File: src/hw/rtl/rbsa_pkg.sv
// Shared types and codes for the rotating bitmap slot allocator.
package rbsa_pkg;

  typedef enum logic [1:0] {
    FUNC_ALLOC     = 2'd0,
    FUNC_RELEASE   = 2'd1,
    FUNC_CLEAR_ALL = 2'd2,
    FUNC_TEST      = 2'd3
  } func_t;

  typedef enum logic [2:0] {
    ST_CLEAR,
    ST_IDLE,
    ST_ALLOC_SCAN,
    ST_TEST_READ,
    ST_REPLY
  } state_t;

  localparam int SLOT_W = 6;

  typedef struct packed {
    func_t             func;
    logic [SLOT_W-1:0] slot_index;
  } req_t;

  typedef struct packed {
    logic [SLOT_W-1:0] given_slot;
    logic              success;
    logic              slot_in_use;
  } rsp_t;

endpackage

File: src/hw/rtl/rbsa_map_ram.sv
// Used-slot bitmap storage: one write port, one registered read port.
module rbsa_map_ram #(
  parameter int DEPTH = 64,
  parameter int AW    = 6
) (
  input  logic          clk,
  input  logic          wr_en,
  input  logic [AW-1:0] wr_addr,
  input  logic          wr_bit,
  input  logic [AW-1:0] rd_addr,
  output logic          rd_bit
);

  logic mem [DEPTH];

  always_ff @(posedge clk) begin
    if (wr_en) begin
      mem[wr_addr] <= wr_bit;
    end
  end

  // registered read; a read and a write at one address return the old bit
  always_ff @(posedge clk) begin
    rd_bit <= mem[rd_addr];
  end

endmodule

File: src/hw/rtl/rotating_bitmap_slot_allocator.sv
// Top level of the rotating (next-fit) bitmap slot allocator.
//
// Usage:
//   Requests come in on req (func, slot_index) under req_valid/req_stall;
//   one response per request leaves on rsp under rsp_valid/rsp_stall. A
//   transfer happens at a clock edge where valid is high and stall is low.
//   Operations: allocate, release one slot, clear all slots, test one slot.
//   The block handles one request at a time and stalls req until it is done.
// From request transfer to response valid:
//   release clears the slot, test reads it, clear-all sweeps every slot and
//   allocate probes k slots (1 .. TOP_SLOT-FIRST_SLOT+1); each then replies.
//   A new request can transfer in the cycle after the response is loaded.
//   The bitmap has one read port and the probe walks it one slot per cycle,
//   so allocate time is set by how far the pointer travels to a clear bit.
// Reset:
//   rst is synchronous. After it the block sweeps the bitmap to zero, one
//   slot per cycle, holding req_stall high meanwhile.
//   The search pointer resets to zero.
// Back pressure:
//   A finished response sits in the output register while rsp_stall is
//   high; the next request is still taken and its result waits internally
//   until the output register frees up.
module rotating_bitmap_slot_allocator #(
  parameter int TOP_SLOT   = 63,
  parameter int FIRST_SLOT = 1
) (
  input  logic          clk,
  input  logic          rst,
  input  logic          req_valid,
  output logic          req_stall,
  input  rbsa_pkg::req_t req,
  output logic          rsp_valid,
  input  logic          rsp_stall,
  output rbsa_pkg::rsp_t rsp
);

  import rbsa_pkg::*;

  localparam int DEPTH = TOP_SLOT + 1;
  localparam int PW    = $clog2(DEPTH);
  localparam int ROUND = TOP_SLOT - FIRST_SLOT + 1;
  localparam int CW    = (ROUND > 1) ? $clog2(ROUND) : 1;
  localparam int IW    = (PW > SLOT_W) ? PW : SLOT_W;

  localparam logic [PW-1:0] TOP_ADDR   = PW'(TOP_SLOT);
  localparam logic [PW-1:0] FIRST_ADDR = PW'(FIRST_SLOT);
  localparam logic [CW-1:0] LAST_PROBE = CW'(ROUND - 1);

  state_t        state, state_next;
  logic [PW-1:0] ptr, ptr_next;       // last slot handed out, or last slot probed in a full round
  logic [PW-1:0] cand, cand_next;     // slot whose bit is being read
  logic [CW-1:0] cnt, cnt_next;       // probes done this round
  logic [PW-1:0] clr_addr, clr_addr_next;
  logic          clr_reply, clr_reply_next;
  logic          idx_ok, idx_ok_next;
  rsp_t          res, res_next;
  rsp_t          rsp_next;
  logic          rsp_valid_next;

  logic          wr_en;
  logic [PW-1:0] wr_addr;
  logic          wr_bit;
  logic [PW-1:0] rd_addr;
  logic          rd_bit;

  logic          req_take;
  logic          req_idx_ok;
  logic [PW-1:0] req_addr;
  logic          rsp_free;

  rbsa_map_ram #(
    .DEPTH (DEPTH),
    .AW    (PW)
  ) u_map (
    .clk     (clk),
    .wr_en   (wr_en),
    .wr_addr (wr_addr),
    .wr_bit  (wr_bit),
    .rd_addr (rd_addr),
    .rd_bit  (rd_bit)
  );

  // step the pointer, wrapping past the top slot to the first slot
  function automatic logic [PW-1:0] step_slot(input logic [PW-1:0] p);
    logic [PW-1:0] n;
    n = (p == TOP_ADDR) ? FIRST_ADDR : p + PW'(1);
    return n;
  endfunction

  assign req_stall  = (state != ST_IDLE);
  assign req_take   = req_valid && !req_stall;
  // indices past the top slot read as clear and are never written
  assign req_idx_ok = (IW'(req.slot_index) <= IW'(TOP_SLOT));
  assign req_addr   = PW'(req.slot_index);
  assign rsp_free   = !rsp_valid || !rsp_stall;

  always_ff @(posedge clk) begin
    if (rst) begin
      state     <= ST_CLEAR;
      ptr       <= '0;
      clr_addr  <= '0;
      clr_reply <= 1'b0;
      rsp_valid <= 1'b0;
    end else begin
      state     <= state_next;
      ptr       <= ptr_next;
      clr_addr  <= clr_addr_next;
      clr_reply <= clr_reply_next;
      rsp_valid <= rsp_valid_next;
    end
  end

  always_ff @(posedge clk) begin
    cand   <= cand_next;
    cnt    <= cnt_next;
    idx_ok <= idx_ok_next;
    res    <= res_next;
    rsp    <= rsp_next;
  end

  always_comb begin
    state_next     = state;
    ptr_next       = ptr;
    cand_next      = cand;
    cnt_next       = cnt;
    clr_addr_next  = clr_addr;
    clr_reply_next = clr_reply;
    idx_ok_next    = idx_ok;
    res_next       = res;
    rsp_next       = rsp;
    // drop the output once it is taken
    rsp_valid_next = rsp_valid && rsp_stall;
    wr_en          = 1'b0;
    wr_addr        = cand;
    wr_bit         = 1'b0;
    rd_addr        = cand;

    case (state)
      ST_CLEAR: begin
        // sweep one slot per cycle
        wr_en   = 1'b1;
        wr_addr = clr_addr;
        if (clr_addr == TOP_ADDR) begin
          clr_addr_next = '0;
          if (clr_reply) begin
            clr_reply_next = 1'b0;
            res_next       = '0;
            state_next     = ST_REPLY;
          end else begin
            state_next = ST_IDLE;
          end
        end else begin
          clr_addr_next = clr_addr + PW'(1);
        end
      end

      ST_IDLE: begin
        if (req_take) begin
          res_next = '0;
          case (req.func)
            FUNC_ALLOC: begin
              // read the first candidate now; its bit arrives next cycle
              cand_next  = step_slot(ptr);
              rd_addr    = step_slot(ptr);
              cnt_next   = '0;
              state_next = ST_ALLOC_SCAN;
            end
            FUNC_RELEASE: begin
              wr_en      = req_idx_ok;
              wr_addr    = req_addr;
              state_next = ST_REPLY;
            end
            FUNC_CLEAR_ALL: begin
              clr_reply_next = 1'b1;
              state_next     = ST_CLEAR;
            end
            FUNC_TEST: begin
              rd_addr     = req_addr;
              idx_ok_next = req_idx_ok;
              state_next  = ST_TEST_READ;
            end
            default: begin
              state_next = ST_REPLY;
            end
          endcase
        end
      end

      ST_ALLOC_SCAN: begin
        // rd_bit belongs to cand; prefetch the following slot meanwhile
        rd_addr = step_slot(cand);
        if (!rd_bit) begin
          wr_en                = 1'b1;
          wr_addr              = cand;
          wr_bit               = 1'b1;
          ptr_next             = cand;
          res_next.given_slot  = SLOT_W'(cand);
          res_next.success     = 1'b1;
          res_next.slot_in_use = 1'b0;
          state_next           = ST_REPLY;
        end else if (cnt == LAST_PROBE) begin
          // full round without a clear bit
          ptr_next   = cand;
          res_next   = '0;
          state_next = ST_REPLY;
        end else begin
          cnt_next  = cnt + CW'(1);
          cand_next = step_slot(cand);
        end
      end

      ST_TEST_READ: begin
        res_next             = '0;
        res_next.slot_in_use = rd_bit && idx_ok;
        state_next           = ST_REPLY;
      end

      ST_REPLY: begin
        // hold the result until the output register is free
        if (rsp_free) begin
          rsp_next       = res;
          rsp_valid_next = 1'b1;
          state_next     = ST_IDLE;
        end
      end

      default: begin
        state_next = ST_IDLE;
      end
    endcase
  end

  // the reset sweep keeps requests out
  a_reset_stalls: assert property (@(posedge clk)
    rst |=> req_stall)
    else $error("request channel open right after reset");

  // only a successful allocate sets a bit, and only over a clear one
  a_set_only_on_free: assert property (@(posedge clk) disable iff (rst)
    (wr_en && wr_bit) |-> (state == ST_ALLOC_SCAN && !rd_bit))
    else $error("bitmap bit set outside a free-slot allocate");

  // the probe never runs past one round nor past the top slot
  a_probe_bounded: assert property (@(posedge clk) disable iff (rst)
    (state == ST_ALLOC_SCAN) |-> (cnt <= LAST_PROBE && cand <= TOP_ADDR))
    else $error("allocate probe out of bounds");

  // test answers and allocate answers never mix in one response
  a_rsp_exclusive: assert property (@(posedge clk) disable iff (rst)
    (rsp_valid && rsp.slot_in_use) |-> (!rsp.success && rsp.given_slot == '0))
    else $error("response mixes test and allocate fields");

  // a new response is loaded only into a free output register
  a_no_overwrite: assert property (@(posedge clk) disable iff (rst)
    (state == ST_REPLY && rsp_valid && rsp_stall) |=> (state == ST_REPLY))
    else $error("result left its hold while output was stalled");

endmodule

File: config.mk
export PLATFORM = sky130hd
export DESIGN_NAME = rotating_bitmap_slot_allocator
export DESIGN_NICKNAME = d
export VERILOG_FILES = /design/src/hw/rtl/rbsa_pkg.sv /design/src/hw/rtl/rbsa_map_ram.sv /design/src/hw/rtl/rotating_bitmap_slot_allocator.sv
export SDC_FILE = /design/constraint.sdc
export NUM_CORES = 1
export LEC_CHECK = 0
export BUFFER_PORTS_ARGS = -buffer_cell sky130_fd_sc_hd__buf_2
export CAP_MARGIN = 20
export CORE_MARGIN = 2
export CORE_UTILIZATION = 60
export CTS_CLUSTER_DIAMETER = 50
export DETAILED_ROUTE_END_ITERATION = 7
export PLACE_DENSITY = 0.77
export SYNTH_ARGS = -nofsm -noshare
export SYNTH_HDL_FRONTEND = slang
export SYNTH_SLANG_ARGS = --single-unit
File: constraint.sdc
create_clock -name clk -period 10.7 [get_ports clk]
set_clock_uncertainty 0.05 [all_clocks]
set_input_delay 1.605 -clock clk [delete_from_list [all_inputs] [get_ports clk]]
set_output_delay 1.605 -clock clk [all_outputs]
set_load 0.1 [all_outputs]
==> results of run 1 <==
## registers in the layout (all words and copies together), names as in the netlist
signal and count:
cand 6, clr_addr 6, clr_reply 1, cnt 6, idx_ok 1, ptr 6, res 8, rsp 8
rsp_valid 1, state 3, u_map.mem 64, u_map.rd_bit 1
## routing by layer
metal / vias to the layer above / wire length (um) / GRT usage / part of all wire
li1: 1886 / - / - / -
met1: 1944 / 5037 / 0.3706 / 0.43
met2: 177 / 5577 / 0.4002 / 0.47
met3: 19 / 1012 / 0.05200 / 0.086
met4: 0 / 167 / 0.07587 / 0.014
met5: - / 0 / 0 / 0
## cells in the final DEF (no fill, tap or decap), types with 5 or more instances in the layout
cell,instances
a21oi_1,23
nor3_1,11
o21ai_0,10
or3_1,5
nor2b_1,6
nor2_1,102
clkbuf_8,9
buf_2,21
xor2_1,7
nand2_1,54
dfxtp_1,18
nand2b_1,7
edfxtp_1,93
a22oi_1,9
nand3_1,29
inv_1,7
and2_1,8
ha_1,10
o21ai_1,8
a22o_1,5
mux4_2,12
## worst max-delay path by stage
stage	start	to	cells past startpoint
after floorplan	req[6]	u_map.rd_bit	12
after global placement	req[6]	u_map.rd_bit	11
after detailed placement	req[6]	u_map.rd_bit	11
after CTS	req[6]	u_map.rd_bit	11
after global routing	req[6]	u_map.rd_bit	11
final	req[6]	u_map.rd_bit	11
## layout make-up
type                            count  area (um^2)  area share
Clock buffer                       10        127.6     0.02167
Clock inverter                      6        55.05    0.009350
Inverter                            8        30.03    0.005100
Multi-Input combinational cell    367         2245      0.3812
Sequential cell                   111         3153      0.5355
Tap cell                          108        135.1     0.02295
Timing Repair Buffer               25        142.6     0.02422
## logic make-up (layout without fill, tap and decap cells)
family / after synthesis / after routing / share of synthesized area
fa+ha+maj: 10 / 10 / 0.02275
flops: 111 / 111 / 0.5734
buf+inv: 28 / 49 / 0.02070
mux: 16 / 16 / 0.05734
compound gates: 85 / 85 / 0.1038
xor+xnor: 11 / 11 / 0.01752
other cells: 1 / 1 / 0.0006819
simple gates: 244 / 244 / 0.2039
## metrics by stage
step	power (W)	cell area, um^2	hold WS [ns]	instances
finish	0.001388	5888	0.3794	635
global route	0.001476	5888	0.3848	635
CTS	0.001379	5866	0.3806	633
detailed placement	0.001146	5683	0.3554	617
global placement	0.001132	5683	0.3504	617
floorplan	0.001008	5499	0.3503	506
## worst reg2reg max path: stages, from the launching register on
cell and delay, ns:
dfxtp_1 0.69, nor3b_4 0.44, inv_2 0.13, or2_1 0.33
a311o_1 0.41, nand2_1 0.62, mux4_2 0.44, a22o_1 0.24
or4b_1 0.50, and4_1 0.20
## report_power, final
group / switching (W) / internal, W
Sequential: 0.0000565 / 0.000531
Clock: 0.000149 / 0.0000891
Combinational: 0.000387 / 0.000175
==> results.yml, run 1 <==
yosys:
  syn_nets: 528
  seq_area_frac_synth: 0.5734
  yosys.area.top_type: "edfxtp_1"
  ys_async_sr_fraction: 0
  synth_common_cells: "103 x nor2_1, 93 x edfxtp_1, 54 x nand2_1"
  yosysTopAreaCellShare: 0.5078
  synth_cell_types: 53
  synthCells: 506
  synth_edf_count: 93
  ys_warn_count: 0
  synth.most_common_cell: "nor2_1"
  synthTopCellsByArea: "edfxtp_1 51%, nor2_1 7.0%, dfxtp_1 6.6%"
  synth_area_um2: 5499
  ys.flop_type: "edfxtp_1"
  syn_area_per_cell_um2: 10.87
  ys_seq_elements: 111
floorplan:
  die_x_um: 99.74
  rows: 34
  die_h_um: 99.74
  die_area_um2: 9947
  io_pins: 22
  start_util: 0.6245
  fp.coreArea_um2: 8806
power:
  power_density_nw_per_um2: 235.7
  ir_drop_v: 0.0001616
  power.leakage_nw: 2.057
clock_tree:
  cts_buffer_depth: 2
  cts.sinks: 111
  clk_latency_ns: 0.38
  post-cts-setup-buffers: 0
  cts_resized: 0
  root_buffer: "clkbuf_8"
  clk_pin_slew_ns: 0.10
  hold_buffers: 0
  tritoncts: "built"
  htree_num_levels: 3
  cts_inserted_buffers: 9
worst_hold_path:
  hp-class: "reg -> reg"
  min_from: "res[4]"
  min_to: "rsp[4]"
  holdPathStages: 0
cells_and_area:
  finalNetCount: 544
  drive_gt1_frac: 0.1176
  syn_to_final_growth_pct: 7.076
  fin_util: 0.6687
  fillers: 656
  n_antenna_cell: 0
drt:
  first_iter_violations: 385
  drt_wl_total_um: 11800
  drcViolationCount: 0
  routed_via_density: 6.340
  vias: 4026
  ant_nets: 0
  wire_per_inst_um: 18.57
  first_pass_iters: 5
worst_setup_path:
  worst_ep_required_time_ns: 10.93
  critPathArrivalTime_ns: 5.03
  r2r-start: "state[0]"
  worst-path-max-fanout: 16
  cp-start-kind: "input pin"
  critPathKind: "in -> reg"
  slowest_stage: "nand2_1"
  cp_top_family: "simple AND/OR/NAND/NOR gates"
  path_buf_inv: 2
  rrSetupSlack_ns: 6.57
  slowest_delay_ns: 0.62
  reg2regPathDepth: 9
  path_cells: "buf_2, inv_1, ha_1, nand2b_1, or2_1, a311o_1, nand2_1, mux4_2, a22o_1, or4b_1, and4_1"
  end_kind: "register"
  r2r_end: "u_map.rd_bit"
timing:
  min_period_over_period: 0.4481
  hold_violations: 0
  max_freq_mhz: 208.5
  grt_setup_unrepaired: "false"
  slew-limit-headroom: 0.4712
  min_period_ns: 4.795
  setup_violations: 0
  worst_slew_pin_slew_ns: 0.7933
  slew_viol_final: 0
  fin_setup_tns_ns: 0
  setup_ws_ns: 5.905
placement:
  pre_cts_slack_ns: 5.241
  portBuffers: 21
  dp_hpwl_um: 8256
  globalplace.congestion: 0.9038
status:
  status: "finished clean"
global_routing:
  grt_pass1_wl_um: 19490
  grt_pass1_vias: 3790
  antenna_found_initial: 0
  grt_overflow_total: 0
  grt_use_total: 0.2569
  grt_max_degree: 72
run:
  cap_violations: 0
No activity file was read; power rests on OpenSTA's default activity.
==> inputs of run 2 (changes only) <==
clock period = 4.96 ns   (was 10.7 ns; I/O delays follow)
==> results.yml, run 2 (synthesized netlist as in run 1, its figures left out) <==
status:
  status: "finished clean"
clock_tree:
  post-cts-setup-buffers: 0
  tritoncts: "built"
  root_buffer: "clkbuf_8"
  hold_buffers: 0
  cts_resized: 0
  cts_buffer_depth: 2
  clk_latency_ns: 0.37
  htree_num_levels: 3
  cts_inserted_buffers: 9
  cts.sinks: 111
  clk_pin_slew_ns: 0.10
cells_and_area:
  n_antenna_cell: 0
  reg_top3: "u_map.mem: 64 flops, res: 8 flops, rsp: 8 flops"
  fillers: 671
  drive_gt1_frac: 0.1245
  largest_register_ffs: 64
  finalNetCount: 547
  final_design_area_no_fill_um2: 5904
  regMostFlops: "u_map.mem"
  fin_util: 0.6705
  syn_to_final_growth_pct: 7.372
  final_cell_mix: "102 x nor2_1, 93 x edfxtp_1, 54 x nand2_1, 29 x nand3_1, 23 x a21oi_1"
  final_common_cell: "nor2_1"
worst_setup_path:
  slowest_stage: "a311o_1"
  crit_start: "req[6]"
  slowest_delay_ns: 0.75
  cp_top_family: "simple AND/OR/NAND/NOR gates"
  path_buf_inv: 2
  r2r_end: "u_map.rd_bit"
  end_kind: "register"
  critPathKind: "in -> reg"
  r2r-start: "state[0]"
  critPathArrivalTime_ns: 4.26
  reg2regPathDepth: 9
  cp-start-kind: "input pin"
  worst-path-max-fanout: 13
  worst_ep_required_time_ns: 5.18
  path_cells: "buf_2, inv_1, ha_1, nand2b_1, or2_1, nor2_1, a311o_1, mux4_2, a22o_1, or4b_1, and4_1"
  rrSetupSlack_ns: 0.93
timing:
  grt_setup_unrepaired: "false"
  min_period_ns: 4.041
  hold_violations: 0
  min_period_over_period: 0.8148
  worst_slew_pin_slew_ns: 0.9465
  fin_setup_tns_ns: 0
  slew-limit-headroom: 0.3690
  max_freq_mhz: 247.4
  setup_violations: 0
  setup_ws_ns: 0.9186
  slew_viol_final: 0
global_routing:
  grt_max_degree: 71
  grt_util_met2: 0.3914
  grt_pass1_wl_um: 19770
  grtUsageMet1: 0.3744
  grt_overflow_total: 0
  grt_pass1_vias: 3813
  grt_use_total: 0.2573
  met3_usage: 0.06044
  grt-busiest-layer: "met2"
  antenna_found_initial: 0
run:
  cap_violations: 0
power:
  power.leakage_nw: 2.071
  power_density_nw_per_um2: 509.4
  power_w: 0.003008
  ir_drop_v: 0.0002886
placement:
  placed_area_um2: 5713
  globalplace.congestion: 0.9198
  pre_cts_slack_ns: 0.4877
  dp_hpwl_um: 8341
  portBuffers: 21
floorplan:
  io_pins: 22
  start_util: 0.6245
  die_area_um2: 9947
  die_x_um: 99.74
  rows: 34
  die_h_um: 99.74
  fp.coreArea_um2: 8806
worst_hold_path:
  min_from: "res[3]"
  min_to: "rsp[3]"
  hp-class: "reg -> reg"
  holdPathStages: 0
drt:
  vias: 4033
  wire_per_inst_um: 18.75
  drcViolationCount: 0
  ant_nets: 0
  first_pass_iters: 5
  drt_wl_total_um: 11970
  first_iter_violations: 400
  routed_via_density: 6.321
==> run 2: cell types whose count changed in the layout (fill, tap and decap cells not counted) <==
| cell | delta |
|---|---|
| inv_6 | -3 |
| buf_4 | +4 |
| clkinv_1 | -1 |
| buf_8 | -1 |
| clkinv_8 | -1 |
| clkinv_2 | +1 |
| clkinv_4 | +2 |
| clkbuf_8 | +1 |
| inv_8 | +1 |
==> run 2: worst max path at each step <==
stage	to	slack [ns]	cells past startpoint
after floorplan	u_map.mem[23]	1.03	8
after global placement	u_map.rd_bit	0.67	11
after detailed placement	u_map.rd_bit	0.49	11
after CTS	u_map.rd_bit	0.86	11
after global routing	u_map.rd_bit	0.59	11
final	u_map.rd_bit	0.92	11
==> run 2: worst register-to-register path: cells and delay by family, from the launching register on <==
| kind | cells | cell delay [ns] |
|---|---|---|
| compound gates | 2 | 0.99 |
| buf+inv | 1 | 0.09 |
| flops | 1 | 0.69 |
| mux | 1 | 0.62 |
| simple gates | 5 | 1.49 |
==> run 2: per-stage QoR <==
stage	hold slack, ns	std cells
6_report	0.3805	638
5_1_grt	0.3883	638
4_1_cts	0.3821	637
3_5_place_dp	0.3572	621
3_3_place_gp	0.3505	621
2_1_floorplan	0.3503	506
==> run 2: area by class of cell <==
class / instances / area [um^2] / share of cell area
inverter: 8 / 30.03 / 0.005086
clock buffer: 11 / 141.4 / 0.02395
sequential: 111 / 3153 / 0.5340
multi-input combinational: 367 / 2245 / 0.3802
timing repair buffer: 28 / 157.7 / 0.02670
clock inverter: 5 / 42.54 / 0.007205
tap: 108 / 135.1 / 0.02289
==> run 2: routing by layer <==
| layer | up-vias | share of wire | routed length (um) |
|---|---|---|---|
| li1 | 1882 | - | - |
| met1 | 1939 | 0.43 | 5204 |
| met2 | 185 | 0.47 | 5577 |
| met3 | 27 | 0.080 | 962 |
| met4 | 0 | 0.018 | 221 |
| met5 | - | 0 | 0 |
==> run 2: where the power goes <==
group | internal (W) | switching (W) | total [W]
clock | 0.000202 | 0.000309 | 0.000511
combinational | 0.000379 | 0.000854 | 0.00123
sequential | 0.00115 | 0.000119 | 0.00126
==> inputs of run 3 (changes only) <==
clock period = 3.9 ns   (was 4.96 ns; I/O delays follow)
==> results.yml, run 3 (synthesized netlist as in run 1, its figures left out) <==
status:
  status: "finished clean"
drt:
  wire_per_inst_um: 18.65
  first_pass_iters: 5
  vias: 4044
  drt_wl_total_um: 12010
  routed_via_density: 6.280
  first_iter_violations: 526
  drcViolationCount: 0
  ant_nets: 0
timing:
  grt_setup_unrepaired: "false"
  min_period_over_period: 0.8793
  fin_setup_tns_ns: 0
  hold_violations: 0
  max_freq_mhz: 291.6
  setup_violations: 0
  worst_slew_pin_slew_ns: 0.7902
  setup_ws_ns: 0.4709
  slew_viol_final: 0
  slew-limit-headroom: 0.4732
  min_period_ns: 3.429
worst_setup_path:
  worst-path-max-fanout: 15
  path_cells: "nor3b_2, o21a_1, a22o_1, nand2_1, buf_4, mux4_2, a22o_1, or4b_1, and4_1"
  critPathKind: "reg -> reg"
  critPathArrivalTime_ns: 3.65
  path_buf_inv: 1
  worst_ep_required_time_ns: 4.13
  slowest_stage: "dfxtp_1"
  end_kind: "register"
  cp-start-kind: "register"
  cp_top_family: "simple AND/OR/NAND/NOR gates"
  r2r-start: "state[1]"
  crit_start: "state[1]"
  crit_path_frequent_cell: "a22o_1"
  slowest_delay_ns: 0.63
placement:
  dp_hpwl_um: 8490
  portBuffers: 21
  pre_cts_slack_ns: 0.2334
  globalplace.congestion: 0.9545
  dp.cells: 628
floorplan:
  start_util: 0.6245
  io_pins: 22
  die_x_um: 99.74
  rows: 34
  die_area_um2: 9947
  fp.coreArea_um2: 8806
  die_h_um: 99.74
clock_tree:
  cts_inserted_buffers: 9
  cts_resized: 0
  clk_pin_slew_ns: 0.11
  htree_num_levels: 3
  post-cts-setup-buffers: 0
  tritoncts: "built"
  root_buffer: "clkbuf_8"
  cts_buffer_depth: 2
  hold_buffers: 0
  cts.sinks: 111
  clk_latency_ns: 0.39
cells_and_area:
  drive_gt1_frac: 0.1343
  reg_top3: "u_map.mem: 64 flops, res: 8 flops, rsp: 8 flops"
  final_common_cell: "nor2_1"
  fin_cells: 644
  regMostFlops: "u_map.mem"
  final_cell_mix: "102 x nor2_1, 93 x edfxtp_1, 54 x nand2_1, 29 x nand3_1, 23 x a21oi_1"
  n_antenna_cell: 0
  largest_register_ffs: 64
  fillers: 657
  syn_to_final_growth_pct: 9.215
  finalNetCount: 553
global_routing:
  grt_use_total: 0.2646
  grt_overflow_total: 0
  grt_max_degree: 71
  grt_pass1_vias: 3859
  grt_pass1_wl_um: 19980
  antenna_found_initial: 0
power:
  power.leakage_nw: 2.125
  ir_drop_v: 0.0004321
  power_density_nw_per_um2: 665.5
run:
  cap_violations: 0
worst_hold_path:
  min_from: "res[7]"
  hp-class: "reg -> reg"
run 3: cell types whose count changed in the layout (fill, tap and decap cells not counted), sizes merged:
cell    delta
buf        +7
clkinv     -3
bufinv     +2
clkbuf     -2
inv        +2
run 3: per-stage QoR:
step                      cell area [um^2]  hold WS (ns)    util  total power [W]
after CTS                             6006        0.3817  0.6820         0.003978
after global placement                5778        0.3506  0.6562         0.003151
final                                 6006        0.3798  0.6820         0.003997
after floorplan                       5502        0.3503       -         0.002765
after global routing                  6006        0.3873  0.6820         0.004228
after detailed placement              5778        0.3552  0.6562         0.003206
run 3: power breakdown:
group          internal (W)  switching [W]  total (W)
combinational      0.000514        0.00111    0.00162
sequential          0.00146       0.000126    0.00158
clock              0.000375       0.000416   0.000791
run 3: area by class of cell:
class                   instances  area (um^2)  share of cell area
flip-flops and latches        111         3153              0.5250
inverters                       8        30.03            0.005000
repair buffers                 34        215.2             0.03583
clock buffers                  10        127.6             0.02125
well taps                     108        135.1             0.02250
clock inverters                 6        100.1             0.01667
multi-input cells             367         2245              0.3737
run 3: worst paths after layout:
kind             endpoint  slack [ns]  depth (start not counted)
max          u_map.rd_bit        0.47                          9
min                rsp[7]        0.38                          0
max reg2reg  u_map.rd_bit        0.47                          9
min reg2reg        rsp[7]        0.38                          0
run 3: per-layer routing:
layer	share of wire	track usage	wire length, um	vias to the layer above
met5	0	0	0	-
met4	0.020	0.08641	235	0
met3	0.090	0.06465	1075	19
met2	0.46	0.3935	5521	189
met1	0.43	0.3877	5174	1941
li1	-	-	-	1895
